File: src/rtl/core/fms_pkg.sv
// Shared types and constants for the FFT magnitude spectrum block.
// Item structs for both channels, field widths and parameter defaults.
// No dependencies.
`timescale 1ns / 1ps
`default_nettype none

package fms_pkg;

  localparam int POINTS_DEF       = 8192;
  localparam int TWIDDLE_BITS_DEF = 18;
  localparam int SAMPLE_BITS      = 16;
  localparam int BIN_BITS         = 12;
  localparam int MAG_BITS         = 29;
  localparam int WORD_BITS        = 32;
  localparam int RAD_BITS         = 64;
  localparam int ROOT_BITS        = 32;
  localparam real PI_VAL          = 3.14159265358979323846;

  localparam logic MODE_LOAD = 1'b0;
  localparam logic MODE_READ = 1'b1;

  typedef struct packed {
    logic                          mode;
    logic signed [SAMPLE_BITS-1:0] sample;
    logic                          last;
    logic [BIN_BITS-1:0]           bin_index;
  } req_item_t;

  typedef struct packed {
    logic [MAG_BITS-1:0] magnitude;
    logic                valid_res;
  } rsp_item_t;

endpackage

`default_nettype wire

File: src/rtl/core/fms_isqrt.sv
// Iterative integer square root, one result bit per cycle.
// Uses fms_pkg for the radicand and root widths.
`timescale 1ns / 1ps
`default_nettype none

module fms_isqrt (
  input  wire logic                         clk,
  input  wire logic                         rst,
  input  wire logic                         start,
  input  wire logic [fms_pkg::RAD_BITS-1:0] radicand,
  output logic                              done,
  output logic [fms_pkg::ROOT_BITS-1:0]     root
);
  import fms_pkg::*;

  localparam int CW = $clog2(ROOT_BITS);

  logic [RAD_BITS-1:0] rem;
  logic [RAD_BITS-1:0] res;
  logic [RAD_BITS-1:0] one_bit;
  logic [CW-1:0]       cnt;
  logic                busy;
  logic [RAD_BITS-1:0] trial;

  assign trial = res + one_bit;
  assign root  = res[ROOT_BITS-1:0];

  always_ff @(posedge clk) begin
    if (rst) begin
      busy <= 1'b0;
      done <= 1'b0;
      cnt  <= '0;
    end else begin
      done <= 1'b0;
      if (start) begin
        busy    <= 1'b1;
        cnt     <= CW'(ROOT_BITS - 1);
        rem     <= radicand;
        res     <= '0;
        one_bit <= RAD_BITS'(1) << (RAD_BITS - 2);
      end else if (busy) begin
        if (rem >= trial) begin
          rem <= rem - trial;
          res <= (res >> 1) + one_bit;
        end else begin
          res <= res >> 1;
        end
        one_bit <= one_bit >> 2;
        cnt     <= cnt - CW'(1);
        if (cnt == '0) begin
          busy <= 1'b0;
          done <= 1'b1;
        end
      end
    end
  end

endmodule

`default_nettype wire

File: config.mk
export PLATFORM = sky130hd
export DESIGN_NAME = fms_isqrt
export DESIGN_NICKNAME = d
export VERILOG_FILES = /design/src/rtl/core/fms_pkg.sv /design/src/rtl/core/fms_isqrt.sv
export SDC_FILE = /design/constraint.sdc
export NUM_CORES = 1
export LEC_CHECK = 0
export ABC_CLOCK_PERIOD_IN_PS = 10930
export BUFFER_PORTS_ARGS = -buffer_cell sky130_fd_sc_hd__buf_2
export CORE_MARGIN = 3
export CORE_UTILIZATION = 50
export CTS_BUF_LIST = sky130_fd_sc_hd__clkbuf_4
export CTS_CLUSTER_DIAMETER = 50
export DETAILED_ROUTE_END_ITERATION = 6
export GPL_TIMING_DRIVEN = 0
export HOLD_SLACK_MARGIN = 0.1
export PLACE_DENSITY = 0.74
export SETUP_SLACK_MARGIN = 0.02
export SYNTH_ARGS = -nofsm -noshare
export SYNTH_HDL_FRONTEND = slang
export SYNTH_SLANG_ARGS = --single-unit
File: constraint.sdc
create_clock -name clk -period 10.93 [get_ports clk]
set_clock_uncertainty 0.15 [all_clocks]
set_input_delay 0.5465 -clock clk [delete_from_list [all_inputs] [get_ports clk]]
set_output_delay 0.5465 -clock clk [all_outputs]
set_load 0.01 [all_outputs]
Word level (Yosys, flattened, before mapping):

Index checks and enable logic that the tools add are counted.

* bits of input ports: 67
* logic and storage cells: 31
* flip-flop bits (word level): 167

* bitwise operators: 2
* reduce and logical (&&, ||, !) cells: 6
* add/sub/neg operators: 4
* mux-type cells: 12
* order comparisons: 1

Operator list (count)
* two-way mux 64 bit: 5
* adder 63 x 63 -> 64 bit: 1
* adder 64 x 63 -> 64 bit: 1
* greater-or-equal comparator 64 bit: 1
* subtractor 64 bit: 1
* two-way mux 63 bit: 1
* two-way mux 5 bit: 2
* zero test 5 bit: 1
* subtractor 5 x 1 -> 5 bit, second input constant: 1
* two-way mux 1 bit: 4
* nonzero test 2 bit: 2
* AND reduction 3 bit: 1
* OR reduction 3 bit: 1
* NOT 1 bit: 2
* AND reduction 2 bit: 1

Logic depth before layout (Yosys ltp):

Gate-level depths: netlist (run 1).

* depth after elaboration: 5
* gate-level depth with buffers: 24

Least setup slack after synthesis (run 1):

OpenSTA, ideal clock, no wires.

* path type: input to register
* start point: in start
* end point: reg rem[0] (enable)
* setup time: 584 ps
* arrival time: 9948 ps
* slack: 248 ps
* buffers on the path: 2
* required time: 10196 ps
* stages on the path: 5
* path through: clkbuf_1 buf_6 nor2_1 nor2_1 a21boi_0

* cells in the longest elaborated chain, start to end: 2
* elaborated cells on any way between the ends: 3
* those cells by class: 3 x reduce/logical

RTL lines
* from (decl): line fms_isqrt.sv:9 `input wire logic start,`
* nonzero test 2 bit (no line)
* AND reduction 3 bit (no line) (*)
* to (signal assigned): line fms_isqrt.sv:38 `rem <= radicand;`
* to (signal assigned): line fms_isqrt.sv:43 `rem <= rem - trial;`
* to (decl): line fms_isqrt.sv:18 `logic [RAD_BITS-1:0] rem;`

Every way passes the cells marked *; elsewhere a longest branch is shown, timed or not.
A chain may end at the register's enable or synchronous reset.

Final worst setup path (run 1):

* start point: reg res[6]
* end point: reg rem[9] (enable)

* cells in the longest elaborated chain, start to end: 4

RTL lines
* from (decl): line fms_isqrt.sv:19 `logic [RAD_BITS-1:0] res;`
* from (signal assigned): line fms_isqrt.sv:44 `res <= (res >> 1) + one_bit;`
* from (signal assigned): line fms_isqrt.sv:46 `res <= res >> 1;`
* adder 64 x 63 -> 64 bit: line fms_isqrt.sv:25 `assign trial = res + one_bit;`
* greater-or-equal comparator 64 bit: line fms_isqrt.sv:42 `if (rem >= trial) begin`
* nonzero test 2 bit (no line)
* AND reduction 3 bit (no line)

Every way passes these cells.

==> run_results.csv, run 1 <==
group,metric,value,unit
timing,fin_crit_sh,72.6,%
pwr,p_leak,7.01,nW
synth,synthesis.area,16200,sq um
timing,rsz0062_at_grt,"no",
placed_design,placed_area,17300,sq um
synth,syn-instance-count,1923,
floorplanning,io_pins,100,
floorplanning,rows,65,
timing,fin_crit,7940,ps
timing,setup_violations,0,
worst_setup_path,critPathRequiredTime,11210,ps
clocking,clock-sinks,167,
cells_and_area,drive_gt1_share,11.5,%
clocking,numCtsBuffers,17,
cells_and_area,fillers,2901,
worst_setup_path,cp_slowest_cell,"a2111oi_2",
placed_design,dpl.hpwl,40400,um
detailed_routing,drc,0,
placed_design,portBuffers,99,
clocking,htreeDepth,4,
floorplanning,fp.coreArea,31700,sq um
timing,tightestPinTransition,1220,ps
clocking,clockBufferDepth,2,
worst_setup_path,end_kind,"flop",
run_status,outcome,"completed",
global_route,antenna_found_initial,1,
synth,syn_area_per_cell,8.42,sq um
timing,hold_viol_final,0,
timing,fin_tns_setup,0,ps
global_route,grt_max_degree,31,
floorplanning,die_y,186,um
timing,slew_headroom,19.0,%
worst_hold_path,hp-class,"primary input to flop",
synth,yosysTopAreaCell,"edfxtp_1",
job,max-cap-violations,0,
timing,fmax,126,MHz
floorplanning,dieArea,34600,sq um
synth,syn_nets,2123,
detailed_routing,first_iter_violations,1555,
synth,ys_ff_latch,167,
floorplanning,start_util,51.0,%
cells_and_area,fin_cells,2528,
clocking,postCtsSetupBuffers,0,
worst_setup_path,crit_family,"compound AO/OA/AOI/OAI gates",
detailed_routing,ant_nets,0,
timing,setup_ws,2990,ps
synth,ys_seq_area_share,30.6,%
worst_setup_path,slowest_delay,620,ps
detailed_routing,wirelength,52500,um
cells_and_area,fin_nets,2312,
detailed_routing,via_per_inst,6.28,
worst_setup_path,path_buf_inv,4,
worst_setup_path,crit_fanout,20,
worst_setup_path,critical_path_arrival,8210,ps
placed_design,dpl_worst_slack,3240,ps
clocking,clock_latency,700,ps
synth,yosysWarnings,0,
synth,async_flop_share,0,%
global_route,grt_pass1_vias,15100,
detailed_routing,first_pass_iters,6,
synth,synth-edff-count,160,
detailed_routing,wire_per_inst,20.8,um
global_route,overflow,0,
global_route,grt_first_pass_wirelength,81400,um
clocking,path_clk_slew,190,ps
worst_setup_path,crit_type,"flop to flop",
synth,yosys.area.top_type_share,29.7,%
floorplanning,die_w,186,um
synth,synth_common_cells,"nand2_1 (244), a21oi_1 (167), edfxtp_1 (160), o21ai_0 (160), ha_1 (132)",
clocking,cts_root_buf,"clkbuf_4",
worst_setup_path,path_cells,"ha_1 > nand4_1 > o31ai_2 > o311ai_2 > a2111oi_2 > nor4b_2 > o31ai_2 > xnor2_1 > ha_1 > and2_0 > and3_1 > a21oi_1 > o21ai_0 > a211oi_1 > nand2_1 > o21ai_4 > buf_2 > buf_2 > a21boi_4 > buf_16 > buf_16",
worst_setup_path,start_kind,"flop",
synth,synth.most_common_cell,"nand2_1",
synth,yosys-top-cells-area,"edfxtp_1 (30%), ha_1 (10%), nand2_1 (5.7%)",
cells_and_area,area_delta_synth_final,12.9,%
cells_and_area,stdcell_area,18300,sq um
detailed_routing,via_count,15900,
placed_design,gp_congestion,0.954,
pwr,cellPowerDensity,159,nW/um^2
placed_design,dp.cells,2430,
pwr,ir_worst_vdd,0.0904,mV
synth,synth.distinct_cells,88,
timing,drv_slew,0,
clocking,cts_tree,"yes",
synth,synth_top_flop_cell,"edfxtp_1",
global_route,track_usage,30.2,%
## timing repair
| action | CTS | global route |
|---|---|---|
| endpoints found under the setup margin | 0 | 0 |
| hold buffers | 65 | 0 |
| resized for setup | 0 | 0 |
| hold endpoints to repair | 70 | 0 |
## kinds of logic (layout without fill, tap and decap cells)
| kind of cell | after synthesis | in the layout | share of synthesized area (%) |
|---|---|---|---|
| xor gates and xnor gates | 145 | 145 | 7.85 |
| AOI/OAI and AO/OA | 646 | 646 | 25.8 |
| muxes | 7 | 7 | 0.479 |
| other | 0 | 2 | 0 |
| adders and majority gates | 133 | 133 | 10.3 |
| buffers and inverters | 158 | 359 | 4.74 |
| DFF | 167 | 167 | 30.6 |
| and+or+nand+nor | 667 | 667 | 20.2 |
## final timing paths
path | cells after the start | start | slack (ps) | to
worst min register to register | 1 | busy | 430 | done
worst max-delay path | 21 | res[6] | 2990 | rem[9]
worst min-delay path | 3 | radicand[44] | 170 | rem[44]
worst max register to register | 21 | res[6] | 2990 | rem[9]
## cell usage in the layout, fill, tap and decap left out, types with 39 or more instances in the layout
cell             n
inv_1           41
ha_1           132
nor2b_1         51
a21o_1          39
xor2_1          73
xnor2_1         72
a31oi_1         59
dlygate4sd3_1   65
o21ai_0        160
edfxtp_1       160
clkbuf_1        62
nand3_1         43
buf_2          107
a21oi_1        167
nand2_1        244
nor2_1         119
## layer usage
metal / track usage (%) / vias up / share of wire, %
met5: 0 / - / 0
met2: 53.2 / 653 / 49
met3: 3.63 / 95 / 5.7
met4: 10.8 / 0 / 3.1
li1: - / 7571 / -
met1: 38.2 / 7561 / 42
## worst min-delay path, delay by kind of cell
kind / cells / cell delay, ps
AO/OA/AOI/OAI: 1 / 210
buffers and inverters: 1 / 80
AND/OR/NAND/NOR: 1 / 60
## power breakdown
group	leakage, nW	internal, mW	switching (mW)
logic	5.26	0.612	0.988
clock network	0.147	0.137	0.268
registers	1.60	0.820	0.0775
total	7.01	1.57	1.33
## sequential cells by signal, summed over array words and instances (netlist names)
register	cells
rem	64
res	64
one_bit	32
cnt	5
busy	1
done	1
## through the flow
step                hold WS [ps]  power (mW)  util, %
floorplan                    371        2.03        -
global placement             399        2.43     54.2
detailed placement           401        2.46     54.7
CTS                          150        2.88     57.6
global route                 166        3.09     57.6
finish                       170        2.90     57.6
## final cells by class
cell class	count	area, sq um	area share [%]
antenna	2	5.00	0.0274
tap	402	503	2.75
multi-input combinational	1598	10500	57.4
sequential	167	4940	27.0
clock inverter	14	150	0.821
inverter	41	154	0.842
clock buffer	17	128	0.698
buffer	117	613	3.35
timing repair buffer	170	1290	7.05
No activity file was read; power rests on OpenSTA's default activity.
==> inputs of run 2 (changes only) <==
ABC_AREA = 1   (was default)
ABC_CLOCK_PERIOD_IN_PS = 6900   (was 10930)
clock period = 6.9 ns   (was 10.93 ns; I/O delays follow)
==> run 2 against run 1 <==
  * Die area rose by 27%
  * Combinational power grew 83%
  * Area after synthesis grew 28%
  * Critical path depth shrank 1
  * First-iteration DRC count is 33% higher
  * Global-route usage up 2.4 points
  * Fmax increased by 36%
  * Largest power group unchanged
  * Highest routed layer unchanged
==> run_results.csv, run 2 <==
group,metric,value,unit
pwr,p_sw_share,49.8,%
global_route,antenna_found_initial,2,
job,max-cap-violations,0,
synth,synth-compound-area-share,8.28,%
timing,worst_hold_slack,194,ps
synth,synthesis.area,20600,sq um
timing,fin_crit,5850,ps
worst_hold_path,worstHoldStart,"start",
synth,syn_area_per_cell,5.84,sq um
timing,fin_crit_sh,84.8,%
worst_setup_path,critPathRequiredTime,7170,ps
cells_and_area,fin_nets,3925,
synth,synth_top_family_by_area,"simple AND/OR/NAND/NOR gates",
timing,slew_headroom,37.6,%
cells_and_area,largestRegisters,"rem: 64 flops, res: 64 flops, one_bit: 32 flops",
clocking,cts_root_buf,"clkbuf_4",
synth,synthMuxAreaShare,0,%
clocking,cts_tree,"yes",
timing,setup_violations,0,
timing,drv_slew,0,
worst_setup_path,crit_family,"simple AND/OR/NAND/NOR gates",
detailed_routing,highest_layer,"met4",
detailed_routing,wl_met1,30800,um
worst_setup_path,cp_slowest_cell,"inv_2",
cells_and_area,utilization,56.8,%
floorplanning,dieArea,43800,sq um
synth,yosys.area_share.xor_xnor,4.33,%
clocking,clockBufferDepth,2,
clocking,postCtsSetupBuffers,0,
floorplanning,die_w,209,um
timing,fmax,171,MHz
worst_setup_path,critical_path_arrival,6130,ps
pwr,ir_worst_vdd,0.114,mV
detailed_routing,wirelength,72000,um
worst_setup_path,cp_common_cell,"nand2_1",
cells_and_area,area_delta_synth_final,10.9,%
synth,synthAdderAreaFrac,8.10,%
worst_setup_path,end_kind,"flop",
detailed_routing,first_iter_violations,2075,
synth,syn-instance-count,3537,
detailed_routing,wl_met3,5010,um
pwr,power.internal,2.56,mW
synth,synth.distinct_cells,47,
worst_setup_path,slowest_delay,720,ps
detailed_routing,via_per_inst,5.32,
global_route,track_usage,32.6,%
timing,tightestPinTransition,935,ps
worst_hold_path,hp-class,"primary input to flop",
timing,rsz0062_at_grt,"no",
pwr,cellPowerDensity,223,nW/um^2
synth,yosysWarnings,0,
clocking,path_clk_slew,180,ps
detailed_routing,wire_per_inst,16.9,um
synth,ys_seq_area_share,24.0,%
clocking,htreeDepth,4,
global_route,grt_max_degree,40,
pwr,power_frac_comb,57.4,%
placed_design,dpl.hpwl,59500,um
pwr,seqPwrFrac,28.6,%
synth,ys_ff_latch,167,
cells_and_area,mostFrequentLayoutCell,"nand2_1",
worst_setup_path,start_kind,"flop",
placed_design,gp_congestion,1.03,
synth,synth_top_flop_cell,"edfxtp_1",
floorplanning,start_util,51.3,%
synth,synth-edff-count,160,
synth,synth.most_common_cell,"nand2_1",
clocking,numCtsBuffers,17,
synth,yosys-top-cells-area,"nand2_1 (26%), edfxtp_1 (23%), inv_1 (11%)",
synth,async_flop_share,0,%
placed_design,portBuffers,99,
synth,synth_common_cells,"nand2_1 (1427), inv_1 (586), nor2_1 (348)",
global_route,grt_first_pass_wirelength,111000,um
detailed_routing,drc,0,
detailed_routing,wl_met2,32300,um
worst_setup_path,path_buf_inv,2,
worst_setup_path,r2r_start,"res[10]",
floorplanning,die_y,209,um
timing,hold_viol_final,0,
clocking,clock_latency,730,ps
global_route,overflow,0,
cells_and_area,drive_gt1_share,6.39,%
global_route,grt_pass1_vias,21500,
cells_and_area,final_cell_mix,"nand2_1 (1427), inv_1 (585), nor2_1 (347)",
worst_setup_path,crit_fanout,39,
pwr,p_clk_share,14.0,%
worst_setup_path,cp-startpoint,"res[10]",
detailed_routing,via_count,22700,
synth,yosys.area.top_type_share,25.9,%
synth,yosys.area_share.simple,42.4,%
worst_setup_path,path_cells,"ha_1 > nand2_1 > o21ai_2 > nor2_1 > nand2_1 > o21ai_0 > o21ai_0 > xnor2_1 > ha_1 > nand2_1 > nor2_2 > nand2_1 > nor2_2 > nand4_1 > nand3_2 > nand2_2 > nand2_2 > o21ai_0 > inv_2 > buf_12",
detailed_routing,ant_nets,0,
pwr,p_leak,12.0,nW
floorplanning,fp.coreArea,40300,sq um
floorplanning,io_pins,100,
synth,yosysTopAreaCell,"nand2_1",
run_status,outcome,"completed",
detailed_routing,first_pass_iters,6,
clocking,clock-sinks,167,
worst_setup_path,crit_type,"flop to flop",
synth,syn_nets,3737,
pwr,power.switching,2.54,mW
floorplanning,rows,73,
## run 2: changes by cell type in the layout (fill, tap and decap cells not counted), moves of 34 or more
cell / delta
nand2_1: +1183
inv_1: +544
a21o_1: -36
nor2_1: +228
clkbuf_1: -34
nor2b_1: -51
a31oi_1: -54
nand3_1: +177
## run 2: worst register-to-register path: cells and delay by family, from the launching register on
kind,cells,cell delay [ps]
and+or+nand+nor,11,1430
buffers and inverters,2,1000
DFF,1,600
AOI/OAI and AO/OA,4,1170
adders and majority gates,2,870
xor gates and xnor gates,1,270
## run 2: layout make-up
cell class	count	area, sq um
Antenna cell	3	7.51
Buffer	74	452
Clock buffer	17	128
Clock inverter	15	205
Fill cell	4182	17400
Inverter	593	2230
Multi-Input combinational cell	2703	13000
Sequential cell	167	4940
Tap cell	525	657
Timing Repair Buffer	169	1240
## run 2: logic make-up (layout without fill, tap and decap cells)
kind of cell / after synthesis / after routing
AO/OA/AOI/OAI: 321 / 321
XOR/XNOR: 102 / 102
adder cells (fa/ha/maj): 133 / 133
buffers and inverters: 667 / 868
flip-flops: 167 / 167
other: 0 / 3
AND/OR/NAND/NOR: 2147 / 2147
## run 2: power groups by stage
stage	registers (mW)	clock network [mW]	logic, mW
finish	1.46	0.716	2.93
global route	1.47	0.758	3.28
CTS	1.45	0.717	2.86
detailed placement	1.47	0	2.82
global placement	1.48	0	2.78
floorplan	1.40	0	2.09
## run 2: layer usage
layer | vias up | track usage [%]
met4 | 0 | 17.2
met5 | - | 0
met2 | 876 | 53.3
li1 | 11400 | -
met1 | 10200 | 42.3
met3 | 178 | 4.04
## run 2: final timing paths
kind | slack, ps | cells past startpoint | to
worst max-delay path | 1050 | 20 | rem[20]
worst min-delay path | 190 | 2 | one_bit[62]
worst max register to register | 1050 | 20 | rem[20]
worst min register to register | 350 | 2 | cnt[3]
## run 2: what timing repair did
action / CTS / global route
hold buffers: 66 / 0
endpoints found under the hold margin: 93 / 0
gates resized for setup: 0 / 0
setup endpoints to repair: 0 / 0
## run 2: stage by stage
step                      worst slack [ps]  cell area, sq um  power [mW]  TNS [ps]  std cells
after floorplan                       1080             20600        3.49         0       3537
after global placement               -1670             21800        4.26   -106280       4161
after detailed placement              1230             21900        4.29         0       4165
after CTS                             1180             22900        5.03         0       4263
after global routing                   732             22900        5.51         0       4266
final                                 1050             22900        5.10         0       4266
==> inputs of run 3 (changes only) <==
ABC_AREA = 0   (was 1)
ABC_CLOCK_PERIOD_IN_PS = 5850   (was 6900)
PLACE_DENSITY = 0.72   (was 0.74)
clock period = 5.85 ns   (was 6.9 ns; I/O delays follow)
==> run 3 against run 2 <==
  * Design area fell by 13%
  * Utilization up 5.7 points
  * Wire length down 23%
  * Largest cell class unchanged
  * Die area decreased by 21%
  * Critical path depth rose by 4
  * Fmax up 2.2%
  * First-iteration DRC count fell by 27%
==> run_results.csv, run 3 (synthesis results as in run 1) <==
group,metric,value,unit
run_status,outcome,"completed",
floorplanning,rows,65,
placed_design,gp_congestion,0.934,
pwr,cellPowerDensity,299,nW/um^2
timing,fin_tns_setup,0,ps
floorplanning,io_pins,100,
worst_hold_path,hp-class,"primary input to flop",
placed_design,dpl.hpwl,40700,um
cells_and_area,area_delta_synth_final,22.5,%
floorplanning,die_y,186,um
pwr,ir_worst_vdd,0.161,mV
detailed_routing,wire_per_inst,21.4,um
floorplanning,start_util,51.0,%
timing,fin_crit_sh,97.9,%
worst_setup_path,slowest_delay,520,ps
worst_setup_path,crit_type,"flop to flop",
timing,setup_violations,0,
global_route,overflow,0,
worst_setup_path,r2r_start,"res[18]",
clocking,cts_tree,"yes",
cells_and_area,drive_gt1_share,19.6,%
timing,fin_crit,5730,ps
floorplanning,die_w,186,um
job,max-cap-violations,0,
global_route,grt_pass1_vias,15700,
cells_and_area,largestRegisters,"rem: 64 flops, res: 64 flops, one_bit: 32 flops",
clocking,numCtsBuffers,17,
worst_setup_path,cp_slowest_cell,"edfxtp_1",
clocking,clockBufferDepth,2,
detailed_routing,via_per_inst,6.33,
timing,rsz0062_at_grt,"yes",
worst_setup_path,path_cells,"ha_4 > nand4_1 > nor4_4 > o2111ai_2 > a311oi_2 > o211ai_2 > a2111oi_4 > nand2_1 > a21boi_2 > xnor2_2 > ha_1 > buf_6 > nand4_1 > nor2_1 > and4_4 > o21ai_2 > a21oi_2 > buf_6 > o21ai_4 > buf_8 > buf_12 > a21boi_4 > buf_12 > clkbuf_16",
global_route,track_usage,31.0,%
worst_setup_path,endpoint,"rem[55]",
worst_setup_path,critPathRequiredTime,6080,ps
timing,tightestPinTransition,1200,ps
cells_and_area,final_cell_mix,"nand2_1 (241), edfxtp_1 (160), a21oi_1 (151)",
detailed_routing,ant_nets,0,
worst_setup_path,cp-startpoint,"res[18]",
worst_setup_path,start_kind,"flop",
pwr,p_leak,7.63,nW
floorplanning,dieArea,34600,sq um
worst_setup_path,end_kind,"flop",
worst_setup_path,rrSetupSlack,120,ps
clocking,clock-sinks,167,
global_route,grt_first_pass_wirelength,83700,um
worst_setup_path,r2r_cells,24,
detailed_routing,first_pass_iters,7,
clocking,cts_root_buf,"clkbuf_4",
detailed_routing,via_count,16500,
worst_setup_path,crit_fanout,9,
detailed_routing,drc,0,
clocking,htreeDepth,4,
detailed_routing,first_iter_violations,1523,
cells_and_area,fillers,2743,
timing,slew_headroom,20.0,%
cells_and_area,fin_nets,2386,
clocking,path_clk_slew,180,ps
worst_setup_path,r2r-end,"rem[55]",
timing,drv_slew,0,
global_route,grt_max_degree,34,
timing,fmax,175,MHz
detailed_routing,wirelength,55600,um
worst_setup_path,critical_path_arrival,5950,ps
cells_and_area,mostFrequentLayoutCell,"nand2_1",
clocking,clock_latency,660,ps
timing,hold_viol_final,0,
placed_design,portBuffers,99,
floorplanning,fp.coreArea,31700,sq um
global_route,antenna_found_initial,1,
pwr,p_total,5.92,mW
[run 3: cell count changes in the layout (fill, tap and decap cells not counted), sizes merged, moves of 54 or more]
cell   change
a31oi     +54
nor2     -241
buf       +83
inv      -555
nand2   -1203
nand3    -179
[run 3: through the flow]
step | utilization (%) | std cells | instance area (sq um) | worst slack [ps] | hold WS (ps)
2_1_floorplan | - | 1923 | 16400 | -3540 | 212
3_3_place_gp | 54.8 | 2424 | 17400 | -7550 | 333
3_5_place_dp | 55.2 | 2429 | 17500 | -1130 | 336
4_1_cts | 60.1 | 2566 | 19100 | 20.8 | 160
5_1_grt | 62.5 | 2601 | 19800 | -101 | 189
6_report | 62.5 | 2601 | 19800 | 124 | 209
[run 3: layout make-up]
type	instances	area, sq um	area share, %
repair buffers	249	2030	10.3
flip-flops and latches	167	4940	24.9
inverters	41	154	0.776
diodes	1	2.50	0.0126
multi-input cells	1599	11200	56.5
clock buffers	17	128	0.643
plain buffers	111	692	3.49
clock inverters	14	164	0.826
well taps	402	503	2.54
[run 3: power breakdown]
part           leakage, nW  total (mW)  internal (mW)  switching [mW]
combinational         5.88        3.49           1.45            2.04
clock                0.154       0.766          0.264           0.501
sequential            1.60        1.67           1.53           0.135
[run 3: worst min path at each step]
stage,depth (start not counted),startpoint,slack [ps],endpoint
after floorplan,1,rst,210,cnt[0]
final,2,start,210,one_bit[62]
after detailed placement,1,start,340,one_bit[62]
after CTS,2,start,160,one_bit[62]
after global placement,1,start,330,one_bit[62]
after global routing,2,start,190,one_bit[62]
[run 3: repair_timing]
| item | 4_1_cts | 5_1_grt |
|---|---|---|
| gates resized for setup | 48 | 95 |
| gates cloned | 3 | 5 |
| buffers inserted | 37 | 36 |
| hold buffers | 66 | 0 |
| endpoints found under the setup margin | 134 | 142 |
| pin swaps | 19 | 40 |
| hold endpoints to repair | 83 | 0 |
[run 3: layer usage]
layer  vias up  share of wire [%]  GRT usage, %
met5         -                  0             0
met4         0                4.7          13.6
met3       156                6.6          3.75
met2       716                 48          54.5
met1      7878                 40          38.1
li1       7719                  -             -
[run 3: critical path: cells and delay by family (launching register included)]
| family | cells | cell delay, ps |
|---|---|---|
| AOI/OAI and AO/OA | 9 | 1920 |
| buffers and inverters | 6 | 900 |
| and+or+nand+nor | 6 | 1180 |
| xor gates and xnor gates | 1 | 110 |
| DFF | 1 | 520 |
| adders and majority gates | 2 | 640 |
